**config.mk**
```make
export PLATFORM = sky130hd
export DESIGN_NAME = i2c_master_with_bus_clear
export DESIGN_NICKNAME = d
export VERILOG_FILES = /design/src/design/i2cmbc_pkg.sv /design/src/design/i2cmbc_delay.sv /design/src/design/i2c_master_with_bus_clear.sv
export SDC_FILE = /design/constraint.sdc
export NUM_CORES = 1
export LEC_CHECK = 0
export BUFFER_PORTS_ARGS = -buffer_cell sky130_fd_sc_hd__buf_4
export CORE_MARGIN = 2
export CORE_UTILIZATION = 70
export CTS_BUF_LIST = sky130_fd_sc_hd__clkbuf_2
export DETAILED_ROUTE_END_ITERATION = 10
export PLACE_DENSITY = 0.93
export REMOVE_ABC_BUFFERS = 1
export SYNTH_ARGS = -nofsm -noshare
export SYNTH_HDL_FRONTEND = slang
export SYNTH_SLANG_ARGS = --single-unit
```
**constraint.sdc**
```tcl
create_clock -name clk_i -period 20.6 [get_ports clk_i]
set_clock_uncertainty 0.2 [all_clocks]
set_input_delay 6.18 -clock clk_i [delete_from_list [all_inputs] [get_ports clk_i]]
set_output_delay 6.18 -clock clk_i [all_outputs]
set_load 0.05 [all_outputs]
```
**src/design/i2cmbc_pkg.sv**
```systemverilog
// ----------------------------------------------------------------------------
// i2cmbc_pkg: shared types and constants of the i2c master with bus clear
// transaction payloads, command codes, register indexes and reset values
// ----------------------------------------------------------------------------
package i2cmbc_pkg;

  // default width of the phase delay counter
  localparam int unsigned CntWidthDef = 24;

  // width of units * unit_ticks, the largest delay load before saturation
  localparam int unsigned ProdWidth   = 24;

  // configuration port
  localparam int unsigned CfgWidth    = 16;
  localparam int unsigned CfgIdxWidth = 3;

  localparam logic [CfgIdxWidth-1:0] CFG_UNIT_TICKS    = 3'd0;
  localparam logic [CfgIdxWidth-1:0] CFG_SETTLE_UNITS  = 3'd1;
  localparam logic [CfgIdxWidth-1:0] CFG_POLL_UNITS    = 3'd2;
  localparam logic [CfgIdxWidth-1:0] CFG_STRETCH_POLLS = 3'd3;
  localparam logic [CfgIdxWidth-1:0] CFG_CLEAR_CLOCKS  = 3'd4;

  localparam logic [7:0]  UNIT_TICKS_RST    = 8'd80;
  localparam logic [9:0]  SETTLE_UNITS_RST  = 10'd400;
  localparam logic [15:0] POLL_UNITS_RST    = 16'd20000;
  localparam logic [4:0]  STRETCH_POLLS_RST = 5'd20;
  localparam logic [4:0]  CLEAR_CLOCKS_RST  = 5'd20;

  // command codes
  localparam logic [2:0] MODE_START   = 3'd0;
  localparam logic [2:0] MODE_RESTART = 3'd1;
  localparam logic [2:0] MODE_STOP    = 3'd2;
  localparam logic [2:0] MODE_WRITE   = 3'd3;
  localparam logic [2:0] MODE_READ    = 3'd4;
  localparam logic [2:0] MODE_CLEAR   = 3'd5;

  // bus clear status codes
  localparam logic [1:0] CLR_OK          = 2'd0;
  localparam logic [1:0] CLR_SCL_STUCK   = 2'd1;
  localparam logic [1:0] CLR_STRETCH_TMO = 2'd2;
  localparam logic [1:0] CLR_SDA_STUCK   = 2'd3;

  typedef struct packed {
    logic       cmd_valid;
    logic [2:0] mode;
    logic [7:0] tx_byte;
    logic       send_nack;
    logic       scl_sample;
    logic       sda_sample;
  } in_item_t;

  typedef struct packed {
    logic       scl_pull_low;
    logic       sda_pull_low;
    logic       busy_res;
    logic       done_res;
    logic [7:0] rx_byte;
    logic       slave_nack;
    logic [1:0] clear_status;
  } out_item_t;

endpackage

```
**src/design/i2cmbc_delay.sv**
```systemverilog
// ----------------------------------------------------------------------------
// i2cmbc_delay: phase delay load value
// units * unit_ticks - 1 (at least zero), saturated to the counter width
// ----------------------------------------------------------------------------
module i2cmbc_delay #(
  parameter int unsigned CounterWidth = i2cmbc_pkg::CntWidthDef
) (
  input  logic [15:0]             units_i,
  input  logic [7:0]              unit_ticks_i,
  output logic [CounterWidth-1:0] load_o
);

  localparam int unsigned PW   = i2cmbc_pkg::ProdWidth;
  localparam int unsigned ExtW = (CounterWidth > PW) ? CounterWidth : PW;

  logic [PW-1:0]           prod;
  logic [PW-1:0]           ticks_m1;
  logic [ExtW-1:0]         ticks_ext;
  logic [ExtW-1:0]         max_ext;
  logic [CounterWidth-1:0] cnt_max;

  assign prod      = PW'(units_i) * PW'(unit_ticks_i);
  // a zero length wait still takes one tick
  assign ticks_m1  = (prod == '0) ? '0 : prod - PW'(1);
  assign ticks_ext = ExtW'(ticks_m1);
  assign cnt_max   = '1;
  assign max_ext   = ExtW'(cnt_max);
  assign load_o    = (ticks_ext > max_ext) ? cnt_max : ticks_ext[CounterWidth-1:0];

endmodule

```
**src/design/i2c_master_with_bus_clear.sv**
```systemverilog
// ----------------------------------------------------------------------------
// i2c_master_with_bus_clear: tick driven i2c master with bus clear
// one transaction per clock tick, open drain line control, bus clear sequence
// ----------------------------------------------------------------------------
//
// channel  direction  payload     handshake
// -------  ---------  ----------  ---------------------------------------
// in       input      in_item_t   in_valid_i / in_stall_o
// out      output     out_item_t  out_valid_o / out_stall_i
// cfg      input      16 bit      cfg_we_i, cfg_idx_i, cfg_wdata_i
//
// one transaction accepted per cycle while in_stall_o is low; every input transaction makes one result
// an accepted transaction passes the input register, then the result register
// throughput is limited only by the result register draining on out_stall_i
// reset releases both lines, clears all state and loads the register defaults
// a stalled result holds; input stalls only while both registers are full
// and the result is stalled
//
module i2c_master_with_bus_clear #(
  parameter int unsigned CounterWidth = i2cmbc_pkg::CntWidthDef
) (
  input  logic                                clk_i,
  input  logic                                rst_ni,

  input  logic                                in_valid_i,
  output logic                                in_stall_o,
  input  i2cmbc_pkg::in_item_t                in_data_i,

  output logic                                out_valid_o,
  input  logic                                out_stall_i,
  output i2cmbc_pkg::out_item_t               out_data_o,

  input  logic                                cfg_we_i,
  input  logic [i2cmbc_pkg::CfgIdxWidth-1:0]  cfg_idx_i,
  input  logic [i2cmbc_pkg::CfgWidth-1:0]     cfg_wdata_i
);

  typedef enum logic [4:0] {
    PH_IDLE,
    PH_ST_SETUP,
    PH_ST_HOLD,
    PH_RS_REL,
    PH_W_LOW,
    PH_W_HIGH,
    PH_WA_LOW,
    PH_WA_HIGH,
    PH_R_LOW,
    PH_R_HIGH,
    PH_RA_LOW,
    PH_RA_HIGH,
    PH_P_LOW,
    PH_P_REL,
    PH_C_SETTLE,
    PH_C_LOW,
    PH_C_REL,
    PH_C_POLL,
    PH_C_START,
    PH_C_STOP
  } phase_e;

  // line drive bits: [0] pulls scl low, [1] pulls sda low
  localparam logic [1:0] DRV_NONE = 2'b00;
  localparam logic [1:0] DRV_SCL  = 2'b01;
  localparam logic [1:0] DRV_SDA  = 2'b10;
  localparam logic [1:0] DRV_BOTH = 2'b11;

  // configuration registers
  logic [7:0]  unit_ticks_q;
  logic [9:0]  settle_units_q;
  logic [15:0] poll_units_q;
  logic [4:0]  stretch_polls_q;
  logic [4:0]  clear_clocks_q;

  // input register
  logic                 in_vld_q;
  i2cmbc_pkg::in_item_t in_q;

  // master state
  phase_e                  phase_q, phase_d;
  logic [3:0]              bit_cnt_q, bit_cnt_d;
  logic [7:0]              shift_q, shift_d;
  logic [CounterWidth-1:0] delay_q, delay_d;
  logic [4:0]              poll_q, poll_d;
  logic [4:0]              clk_cnt_q, clk_cnt_d;
  logic                    ack_q, ack_d;
  logic [1:0]              status_q, status_d;
  logic [1:0]              drive_q, drive_d;
  logic [7:0]              rx_q, rx_d;
  logic                    rnack_q, rnack_d;
  logic                    done;

  // result register
  logic                  out_vld_q;
  i2cmbc_pkg::out_item_t out_q;

  // delay load for the phase being entered
  logic                    load;
  logic [15:0]             go_units;
  logic [CounterWidth-1:0] delay_ld;

  logic       adv;
  logic       fire;
  logic       in_acc;
  logic [3:0] bit_inc;
  logic [7:0] shift_w;
  logic [7:0] shift_r;
  logic [4:0] clk_use;

  // result register can take a new value when empty or draining
  assign adv        = !out_vld_q || !out_stall_i;
  assign fire       = in_vld_q && adv;
  assign in_stall_o = in_vld_q && !adv;
  assign in_acc     = in_valid_i && !in_stall_o;

  assign out_valid_o = out_vld_q;
  assign out_data_o  = out_q;

  i2cmbc_delay #(
    .CounterWidth (CounterWidth)
  ) u_delay (
    .units_i      (go_units),
    .unit_ticks_i (unit_ticks_q),
    .load_o       (delay_ld)
  );

  assign bit_inc = bit_cnt_q + 4'd1;
  assign shift_w = {shift_q[6:0], 1'b0};
  assign shift_r = {shift_q[6:0], in_q.sda_sample};
  // bus clear reloads the clock budget when leaving the settle wait
  assign clk_use = (phase_q == PH_C_SETTLE) ? clear_clocks_q : clk_cnt_q;

  // one tick of the master
  always_comb begin
    phase_d   = phase_q;
    bit_cnt_d = bit_cnt_q;
    shift_d   = shift_q;
    delay_d   = delay_q;
    poll_d    = poll_q;
    clk_cnt_d = clk_cnt_q;
    ack_d     = ack_q;
    status_d  = status_q;
    drive_d   = drive_q;
    rx_d      = rx_q;
    rnack_d   = rnack_q;
    done      = 1'b0;
    load      = 1'b0;
    go_units  = 16'd1;

    if (phase_q == PH_IDLE) begin
      if (in_q.cmd_valid) begin
        unique case (in_q.mode)
          i2cmbc_pkg::MODE_START: begin
            shift_d   = in_q.tx_byte;
            bit_cnt_d = '0;
            load      = 1'b1;
            phase_d   = PH_ST_SETUP;
            drive_d   = DRV_NONE;
          end
          i2cmbc_pkg::MODE_RESTART: begin
            shift_d   = in_q.tx_byte;
            bit_cnt_d = '0;
            load      = 1'b1;
            go_units  = 16'd2;
            phase_d   = PH_RS_REL;
            drive_d   = DRV_SCL;
          end
          i2cmbc_pkg::MODE_STOP: begin
            load    = 1'b1;
            phase_d = PH_P_LOW;
            drive_d = DRV_SDA;
          end
          i2cmbc_pkg::MODE_WRITE: begin
            shift_d   = in_q.tx_byte;
            bit_cnt_d = '0;
            load      = 1'b1;
            phase_d   = PH_W_LOW;
            drive_d   = {~in_q.tx_byte[7], 1'b1};
          end
          i2cmbc_pkg::MODE_READ: begin
            rnack_d   = in_q.send_nack;
            shift_d   = '0;
            bit_cnt_d = '0;
            load      = 1'b1;
            phase_d   = PH_R_LOW;
            drive_d   = DRV_SCL;
          end
          i2cmbc_pkg::MODE_CLEAR: begin
            load     = 1'b1;
            go_units = {6'd0, settle_units_q};
            phase_d  = PH_C_SETTLE;
            drive_d  = DRV_NONE;
          end
          default: ;  // unknown command stays idle
        endcase
      end
    end else if (delay_q != '0) begin
      delay_d = delay_q - CounterWidth'(1);
    end else begin
      unique case (phase_q) inside
        PH_ST_SETUP: begin
          load     = 1'b1;
          go_units = 16'd2;
          phase_d  = PH_ST_HOLD;
          drive_d  = DRV_SDA;
        end
        PH_ST_HOLD: begin
          load    = 1'b1;
          phase_d = PH_W_LOW;
          drive_d = {~shift_q[7], 1'b1};
        end
        PH_RS_REL: begin
          load    = 1'b1;
          phase_d = PH_ST_SETUP;
          drive_d = DRV_NONE;
        end
        PH_W_LOW: begin
          load    = 1'b1;
          phase_d = PH_W_HIGH;
          drive_d = {~shift_q[7], 1'b0};
        end
        PH_W_HIGH: begin
          shift_d   = shift_w;
          bit_cnt_d = bit_inc;
          load      = 1'b1;
          if (bit_inc >= 4'd8) begin
            go_units = 16'd2;
            phase_d  = PH_WA_LOW;
            drive_d  = DRV_SCL;
          end else begin
            phase_d = PH_W_LOW;
            drive_d = {~shift_w[7], 1'b1};
          end
        end
        PH_WA_LOW: begin
          load    = 1'b1;
          phase_d = PH_WA_HIGH;
          drive_d = DRV_NONE;
        end
        PH_WA_HIGH: begin
          ack_d   = in_q.sda_sample;
          phase_d = PH_IDLE;
          delay_d = '0;
          drive_d = DRV_BOTH;
          done    = 1'b1;
        end
        PH_R_LOW: begin
          load    = 1'b1;
          phase_d = PH_R_HIGH;
          drive_d = DRV_NONE;
        end
        PH_R_HIGH: begin
          shift_d   = shift_r;
          bit_cnt_d = bit_inc;
          load      = 1'b1;
          if (bit_inc >= 4'd8) begin
            rx_d    = shift_r;
            phase_d = PH_RA_LOW;
            drive_d = {~rnack_q, 1'b1};
          end else begin
            phase_d = PH_R_LOW;
            drive_d = DRV_SCL;
          end
        end
        PH_RA_LOW: begin
          load    = 1'b1;
          phase_d = PH_RA_HIGH;
          drive_d = {~rnack_q, 1'b0};
        end
        PH_RA_HIGH: begin
          phase_d = PH_IDLE;
          delay_d = '0;
          drive_d = DRV_BOTH;
          done    = 1'b1;
        end
        PH_P_LOW: begin
          load     = 1'b1;
          go_units = 16'd2;
          phase_d  = PH_P_REL;
          drive_d  = DRV_NONE;
        end
        PH_P_REL: begin
          phase_d = PH_IDLE;
          delay_d = '0;
          drive_d = DRV_NONE;
          done    = 1'b1;
        end
        PH_C_SETTLE, PH_C_REL, PH_C_POLL: begin
          if (phase_q == PH_C_SETTLE && !in_q.scl_sample) begin
            // scl held low by someone else, give up
            status_d = i2cmbc_pkg::CLR_SCL_STUCK;
            phase_d  = PH_IDLE;
            delay_d  = '0;
            drive_d  = DRV_NONE;
            done     = 1'b1;
          end else if (in_q.scl_sample) begin
            // scl is high: check whether sda is free yet
            clk_cnt_d = clk_use;
            if (in_q.sda_sample) begin
              load     = 1'b1;
              go_units = 16'd2;
              phase_d  = PH_C_START;
              drive_d  = DRV_SDA;
            end else if (clk_use != '0) begin
              clk_cnt_d = clk_use - 5'd1;
              load      = 1'b1;
              phase_d   = PH_C_LOW;
              drive_d   = DRV_SCL;
            end else begin
              status_d = i2cmbc_pkg::CLR_SDA_STUCK;
              phase_d  = PH_IDLE;
              delay_d  = '0;
              drive_d  = DRV_NONE;
              done     = 1'b1;
            end
          end else if ((phase_q == PH_C_REL && stretch_polls_q == '0) ||
                       (phase_q == PH_C_POLL && poll_q < 5'd2)) begin
            // clock stretch went on too long
            status_d = i2cmbc_pkg::CLR_STRETCH_TMO;
            phase_d  = PH_IDLE;
            delay_d  = '0;
            drive_d  = DRV_NONE;
            done     = 1'b1;
          end else begin
            poll_d   = (phase_q == PH_C_REL) ? stretch_polls_q : poll_q - 5'd1;
            load     = 1'b1;
            go_units = poll_units_q;
            phase_d  = PH_C_POLL;
            drive_d  = DRV_NONE;
          end
        end
        PH_C_LOW: begin
          load     = 1'b1;
          go_units = 16'd2;
          phase_d  = PH_C_REL;
          drive_d  = DRV_NONE;
        end
        PH_C_START: begin
          load     = 1'b1;
          go_units = 16'd2;
          phase_d  = PH_C_STOP;
          drive_d  = DRV_NONE;
        end
        PH_C_STOP: begin
          status_d = i2cmbc_pkg::CLR_OK;
          phase_d  = PH_IDLE;
          delay_d  = '0;
          drive_d  = DRV_NONE;
          done     = 1'b1;
        end
        default: begin
          phase_d = PH_IDLE;
          delay_d = '0;
          drive_d = DRV_NONE;
          done    = 1'b1;
        end
      endcase
    end

    if (load) begin
      delay_d = delay_ld;
    end
  end

  always_ff @(posedge clk_i or negedge rst_ni) begin
    if (!rst_ni) begin
      unit_ticks_q    <= i2cmbc_pkg::UNIT_TICKS_RST;
      settle_units_q  <= i2cmbc_pkg::SETTLE_UNITS_RST;
      poll_units_q    <= i2cmbc_pkg::POLL_UNITS_RST;
      stretch_polls_q <= i2cmbc_pkg::STRETCH_POLLS_RST;
      clear_clocks_q  <= i2cmbc_pkg::CLEAR_CLOCKS_RST;
      in_vld_q        <= 1'b0;
      in_q            <= '0;
      phase_q         <= PH_IDLE;
      bit_cnt_q       <= '0;
      shift_q         <= '0;
      delay_q         <= '0;
      poll_q          <= '0;
      clk_cnt_q       <= '0;
      ack_q           <= 1'b0;
      status_q        <= '0;
      drive_q         <= DRV_NONE;
      rx_q            <= '0;
      rnack_q         <= 1'b0;
      out_vld_q       <= 1'b0;
      out_q           <= '0;
    end else begin
      if (cfg_we_i) begin
        unique case (cfg_idx_i)
          i2cmbc_pkg::CFG_UNIT_TICKS:    unit_ticks_q    <= cfg_wdata_i[7:0];
          i2cmbc_pkg::CFG_SETTLE_UNITS:  settle_units_q  <= cfg_wdata_i[9:0];
          i2cmbc_pkg::CFG_POLL_UNITS:    poll_units_q    <= cfg_wdata_i;
          i2cmbc_pkg::CFG_STRETCH_POLLS: stretch_polls_q <= cfg_wdata_i[4:0];
          i2cmbc_pkg::CFG_CLEAR_CLOCKS:  clear_clocks_q  <= cfg_wdata_i[4:0];
          default: ;  // no register there
        endcase
      end

      // input register
      if (in_acc) begin
        in_vld_q <= 1'b1;
        in_q     <= in_data_i;
      end else if (fire) begin
        in_vld_q <= 1'b0;
      end

      // state advances once per tick transaction
      if (fire) begin
        phase_q   <= phase_d;
        bit_cnt_q <= bit_cnt_d;
        shift_q   <= shift_d;
        delay_q   <= delay_d;
        poll_q    <= poll_d;
        clk_cnt_q <= clk_cnt_d;
        ack_q     <= ack_d;
        status_q  <= status_d;
        drive_q   <= drive_d;
        rx_q      <= rx_d;
        rnack_q   <= rnack_d;
      end

      // result register
      if (adv) begin
        out_vld_q <= in_vld_q;
      end
      if (fire) begin
        out_q.scl_pull_low <= drive_d[0];
        out_q.sda_pull_low <= drive_d[1];
        out_q.busy_res     <= (phase_d != PH_IDLE);
        out_q.done_res     <= done;
        out_q.rx_byte      <= rx_d;
        out_q.slave_nack   <= ack_d;
        out_q.clear_status <= status_d;
      end
    end
  end

endmodule

```
# After elaboration in Yosys (flattened, before gate mapping)
# Index checks and enable logic that the tools add are counted.
word_totals:
  elab_cells: 225
  input_bits: 39
  output_inout_bits: 17
  regBits: 130
classes:
  addsub: 5
  muxes: 91
  magnitude_cmp: 3
  bitwise: 9
  mul: 1
  reduce_logical: 49
  eq_ne: 39
op_table:
  columns: ["cell", "n"]
  rows:
  - ["24-bit 2-to-1 mux", 10]
  - ["16-bit 2-to-1 mux", 5]
  - ["5-bit case mux with 13 select lines", 1]
  - ["8-bit 2-to-1 mux", 7]
  - ["5-bit 2-to-1 mux", 11]
  - ["16-bit case mux with 3 select lines", 1]
  - ["24-bit case mux with 2 select lines", 1]
  - ["24-bit by 1-bit subtractor with 24-bit output (second input constant)", 2]
  - ["5-bit by 4-bit equality test with 1-bit output (second input constant)", 7]
  - ["2-bit 2-to-1 mux", 17]
  - ["8-bit case mux with 2 select lines", 2]
  - ["5-bit case mux with 6 select lines", 1]
  - ["24-bit greater-than comparator (second input constant)", 1]
  - ["24-bit logical NOT", 1]
  - ["16-bit by 8-bit multiplier with 24-bit output", 1]
  - ["4-bit 2-to-1 mux", 6]
  - ["24-bit nonzero test", 1]
  - ["1-bit 2-to-1 mux", 22]
  - ["5-bit by 3-bit equality test with 1-bit output (second input constant)", 4]
  - ["5-bit equality test (second input constant)", 4]
  - ["10-bit case mux with 2 select lines", 1]
  - ["6-bit inequality test (second input constant)", 3]
  - ["2-bit case mux with 8 select lines", 1]
  - ["5-bit AND reduction", 3]
  - ["other kinds (35)", 84]

# Logic depth before layout (Yosys ltp)
logic_depth:
  ltp_word: 15
  mapped_depth: 30
  mapped_depth_nobuf: 26

# Hierarchy
# From an unflattened synthesis, not the netlist that was laid out.
unflattened:
  hier_cells: 1337
  hier_area_um2: 12000.3
by_module_without_submodules:
  columns: ["mod", "n_inst", "cells_per_inst", "area_each_um2", "seq_area_each_um2"]
  rows:
  - ["i2c_master_with_bus_clear", 1, 726, 7003.0, 3220.6]
  - ["i2cmbc_delay", 1, 611, 4997.3, 0.0]

# Worst setup path after synthesis
# OpenSTA, ideal clock, no wires.
synth_timing:
  path_type: "input to output"
  from: "in out_stall_i"
  to: "out in_stall_o"
  path_buffers: 0
  path_slack_ps: 7597
  arrival_ps: 6623
  t_required_ps: 14220
  cell_stages: 2
  cell_sequence: "nand3_1 -> inv_1"
synth_via:
  elab_chain_cells: 4
synth_rtl:
  columns: ["element", "line_no", "rtl"]
  rows:
  - ["start, declared", "i2c_master_with_bus_clear.sv:30", "input logic out_stall_i,"]
  - ["1-bit logical NOT", "i2c_master_with_bus_clear.sv:110", "assign adv = !out_vld_q || !out_stall_i;"]
  - ["1-bit logical OR", "i2c_master_with_bus_clear.sv:110", null]
  - ["1-bit logical NOT", "i2c_master_with_bus_clear.sv:112", "assign in_stall_o = in_vld_q && !adv;"]
  - ["1-bit logical AND", "i2c_master_with_bus_clear.sv:112", null]
  - ["end, declared", "i2c_master_with_bus_clear.sv:26", "output logic in_stall_o,"]
# No other way between the ends.

# Final worst setup path
# Ends and elaborated chain as after synthesis.

==> metrics.txt <==
GRT Total Usage ~33%; Rel. slew slack around a tenth; FF-to-FF Start phase_q[4]$_DFFE_PN0P_; Max-Cap Viols 0; drt initial violations roughly 950; CP max FO 3; P_leak 5.58 nW; Nets around 1,500; PD cells roughly 66 mW/mm²; initial core utilization between 70 and 80%; commonest non-fill, non-tap cell in the layout nand2_1; DR WL/cell roughly 18 µm; IO Port Bufs between 50 and 60; Routed WL 28,500 µm; Buffers & Inverters on Critical Path 3; WP data required about 14,000 ps; critical path cell sequence buf_4, nand3_1, inv_1, buf_4; min-delay worst type flip-flop to flip-flop; Setup TNS Final 0 ps; outcome complete, no violations; Simple-Gate Fraction of Synth Area around a fifth; Final Max Tran Viols 0; Vert. Die Dim 134 µm; die extent in x 134 µm; adder-cell share of the synthesized area slightly below 20%; Setup crit end in_stall_o; initial antenna violation count 1; row count 47; Yosys cell types 88; Top-Level Pins 56; Final Wtd Congestion between 0.9 and 1; clk sink count about 130; Setup crit start out_stall_i; CTS Buffer Depth 2; DRC Markers 0; via density per instance ~6.5; Post-Synthesis Cells around 1,300; critical setup path kind input pin to primary output; RSZ-0062 raised after global routing false; Worst R2R End delay_q[16]$_DFFE_PN0P_; via count 10,100; root buf cell clkbuf_2; Worst-path clk slew approximately 190 ps; CP delay by family, top buffers and inverters; R2R Setup Slk between 10,000 and 15,000 ps; Final Hold Vio Count 0; fraction of layout cells with a size suffix above 1 16.0%; asr flop ratio synth between 90% and 100%; clock buffer count from CTS 17; CTS tree done; Placed Cells 1,527; f_max 76.4 MHz; capturing element type of the critical path primary output; Synth Area in Compound Gates 14.9%; period utilization a little under two thirds; YS warnings 0; fin cells about 1,600; Post-synth EDFFs 0; Synth-to-Final Area Change 6.20%; crit path time final 13,090 ps; dpl hpwl roughly 21,000 µm; Resize count post-CTS 0; worst slew pin tran 1320 ps; first-pass GRT wire length between 40,000 and 50,000 µm; Hold-fix buffers, CTS 0; largest net degree at the start of global routing 78; nature of the critical path startpoint input pin; multiplexer share of the synthesized area ~7.3%; CP max-delay cell buf_4; overall die area around 0.018 mm²; grt ovf 0; vias in the first global route 10,000; Crit path top cell by count buf_4; H-tree levels 4; maximum vdd ir drop around 55 µV; Most used DFF post-synth dfrtp_1; WP depth 4; worst skew pair latency around 740 ps; core area roughly 0.016 mm²; CP Data Arrival Time 6710 ps; Post-DRT Antenna Nets 0; Synth Area in XOR/XNOR ~3%; final setup fails 0; main combinational cell family by area after synthesis simple AND/OR/NAND/NOR gates; Avg Inst Size Synth 8.97 µm²; worst reg-to-reg path cell count 22; highest-count cells in the layout ignoring fill and taps 136 x nand2_1, 128 x inv_1, 114 x dfrtp_1; Post-CTS Setup Inserts 0; Post-Syn Area between 0.01 and 0.015 mm²; DRT Pass-1 Iters 8; #FFs+latches synth 128; critical path's largest stage delay 200 ps; post-synthesis sequential area ratio 27.4%
## cells by family (layout without fill, tap and decap cells)
family,after synthesis,after routing
flip-flops,128,128
other,0,1
AO/OA/AOI/OAI,271,271
AND/OR/NAND/NOR,468,468
multiplexers,77,77
adder cells (fa/ha/maj),134,134
buffers and inverters,192,221
XOR/XNOR,40,40
## synthesized netlist by cell type, types with 7 or more instances
| cell type | number | area share (%) |
|---|---|---|
| clkbuf_1 | 42 | 1.3 |
| nand2b_1 | 20 | 1.1 |
| nand4_1 | 10 | 0.53 |
| inv_1 | 128 | 4.1 |
| a21oi_1 | 67 | 2.9 |
| nor2b_1 | 49 | 2.6 |
| o22ai_1 | 7 | 0.37 |
| nand2_1 | 136 | 4.3 |
| o221ai_1 | 12 | 0.89 |
| nor4_1 | 11 | 0.59 |
| a21o_1 | 7 | 0.45 |
| nor2_1 | 71 | 2.3 |
| dfrtp_1 | 114 | 24 |
| o21ai_0 | 79 | 3.4 |
| dfstp_2 | 14 | 3.1 |
| and3_1 | 26 | 1.4 |
| and2_1 | 18 | 0.96 |
| xnor2_1 | 24 | 1.8 |
| fa_1 | 84 | 14 |
| mux2i_1 | 7 | 0.60 |
| ha_1 | 50 | 5.3 |
| a31oi_1 | 15 | 0.80 |
| xor2_1 | 16 | 1.2 |
| buf_2 | 9 | 0.38 |
| mux2_2 | 70 | 6.7 |
| a22oi_1 | 7 | 0.45 |
| o21ai_1 | 14 | 0.60 |
| nor3_1 | 34 | 1.4 |
| nand3_1 | 36 | 1.5 |
## registers in the layout (all words and copies together) (netlist names), 4 cells and up
register         count
delay_q             24
poll_units_q        16
in_q                15
out_data_o          11
settle_units_q      10
shift_q              8
unit_ticks_q         8
clear_clocks_q       5
clk_cnt_q            5
phase_q              5
poll_q               5
stretch_polls_q      5
bit_cnt_q            4
## where the power goes
| group | leakage [nW] | total [mW] | internal [mW] | switching [mW] |
|---|---|---|---|---|
| sequential | 1.59 | 0.382 | 0.303 | 0.0797 |
| combinational | 3.83 | 0.263 | 0.111 | 0.152 |
| clock | 0.156 | 0.180 | 0.0699 | 0.110 |
| total | 5.58 | 0.825 | 0.483 | 0.341 |
## layout make-up
cell class              instances  area, µm²
diodes                          1       2.50
clock buffers                  17       85.1
clock inverters                15        185
fillers                      1119       3990
inverters                     130        488
multi-input cells             990       7780
flip-flops and latches        128       3220
well taps                     220        275
repair buffers                 59        443
## per-layer routing
metal / wire [µm] / GRT usage [%] / up-vias / part of all wire [%]
met5: 0 / 0 / - / 0
met4: 991 / 13.6 / 0 / 3.5
met3: 2290 / 5.40 / 115 / 8.0
met2: 13800 / 55.4 / 540 / 48
met1: 11500 / 43.3 / 4848 / 40
li1: - / - / 4569 / -
## worst reg2reg max path, stage by stage, from the launching register on
cell	delay, ps
dfrtp_1	830
or4b_1	660
nor3_1	470
and3_1	970
a22oi_1	550
nor2b_1	300
fa_1	490
fa_1	530
fa_1	600
inv_1	100
fa_1	540
inv_1	50
ha_1	450
nand2_1	110
o211ai_1	190
o211ai_1	200
a211oi_2	350
a2111oi_0	160
a311oi_1	390
nand3_1	220
o41ai_4	330
buf_4	310
o221ai_1	170
## through the flow
| stage | power [mW] | hold WS, ps | instance area (µm²) | utilization (%) | worst slack (ps) |
|---|---|---|---|---|---|
| 2_1_floorplan | 0.551 | 249 | 11500 | - | 7600 |
| 3_3_place_gp | 0.622 | 266 | 12200 | 74.1 | 7600 |
| 3_5_place_dp | 0.638 | 291 | 12200 | 74.1 | 7550 |
| 4_1_cts | 0.816 | 324 | 12500 | 75.8 | 7550 |
| 5_1_grt | 0.869 | 336 | 12500 | 75.8 | 7500 |
| 6_report | 0.825 | 323 | 12500 | 75.8 | 7510 |
## worst min-delay path by stage
stage | to | slack (ps) | startpoint | cells past startpoint
floorplan | clk_cnt_q[0]$_DFFE_PN0P_ | 250 | clk_cnt_q[0]$_DFFE_PN0P_ | 2
global placement | clk_cnt_q[1]$_DFFE_PN0P_ | 270 | clk_cnt_q[1]$_DFFE_PN0P_ | 2
detailed placement | clk_cnt_q[1]$_DFFE_PN0P_ | 290 | clk_cnt_q[1]$_DFFE_PN0P_ | 2
CTS | bit_cnt_q[2]$_DFFE_PN0P_ | 320 | bit_cnt_q[2]$_DFFE_PN0P_ | 1
global route | bit_cnt_q[2]$_DFFE_PN0P_ | 340 | bit_cnt_q[2]$_DFFE_PN0P_ | 1
finish | bit_cnt_q[2]$_DFFE_PN0P_ | 320 | bit_cnt_q[2]$_DFFE_PN0P_ | 1
No activity file was read; power rests on OpenSTA's default activity.
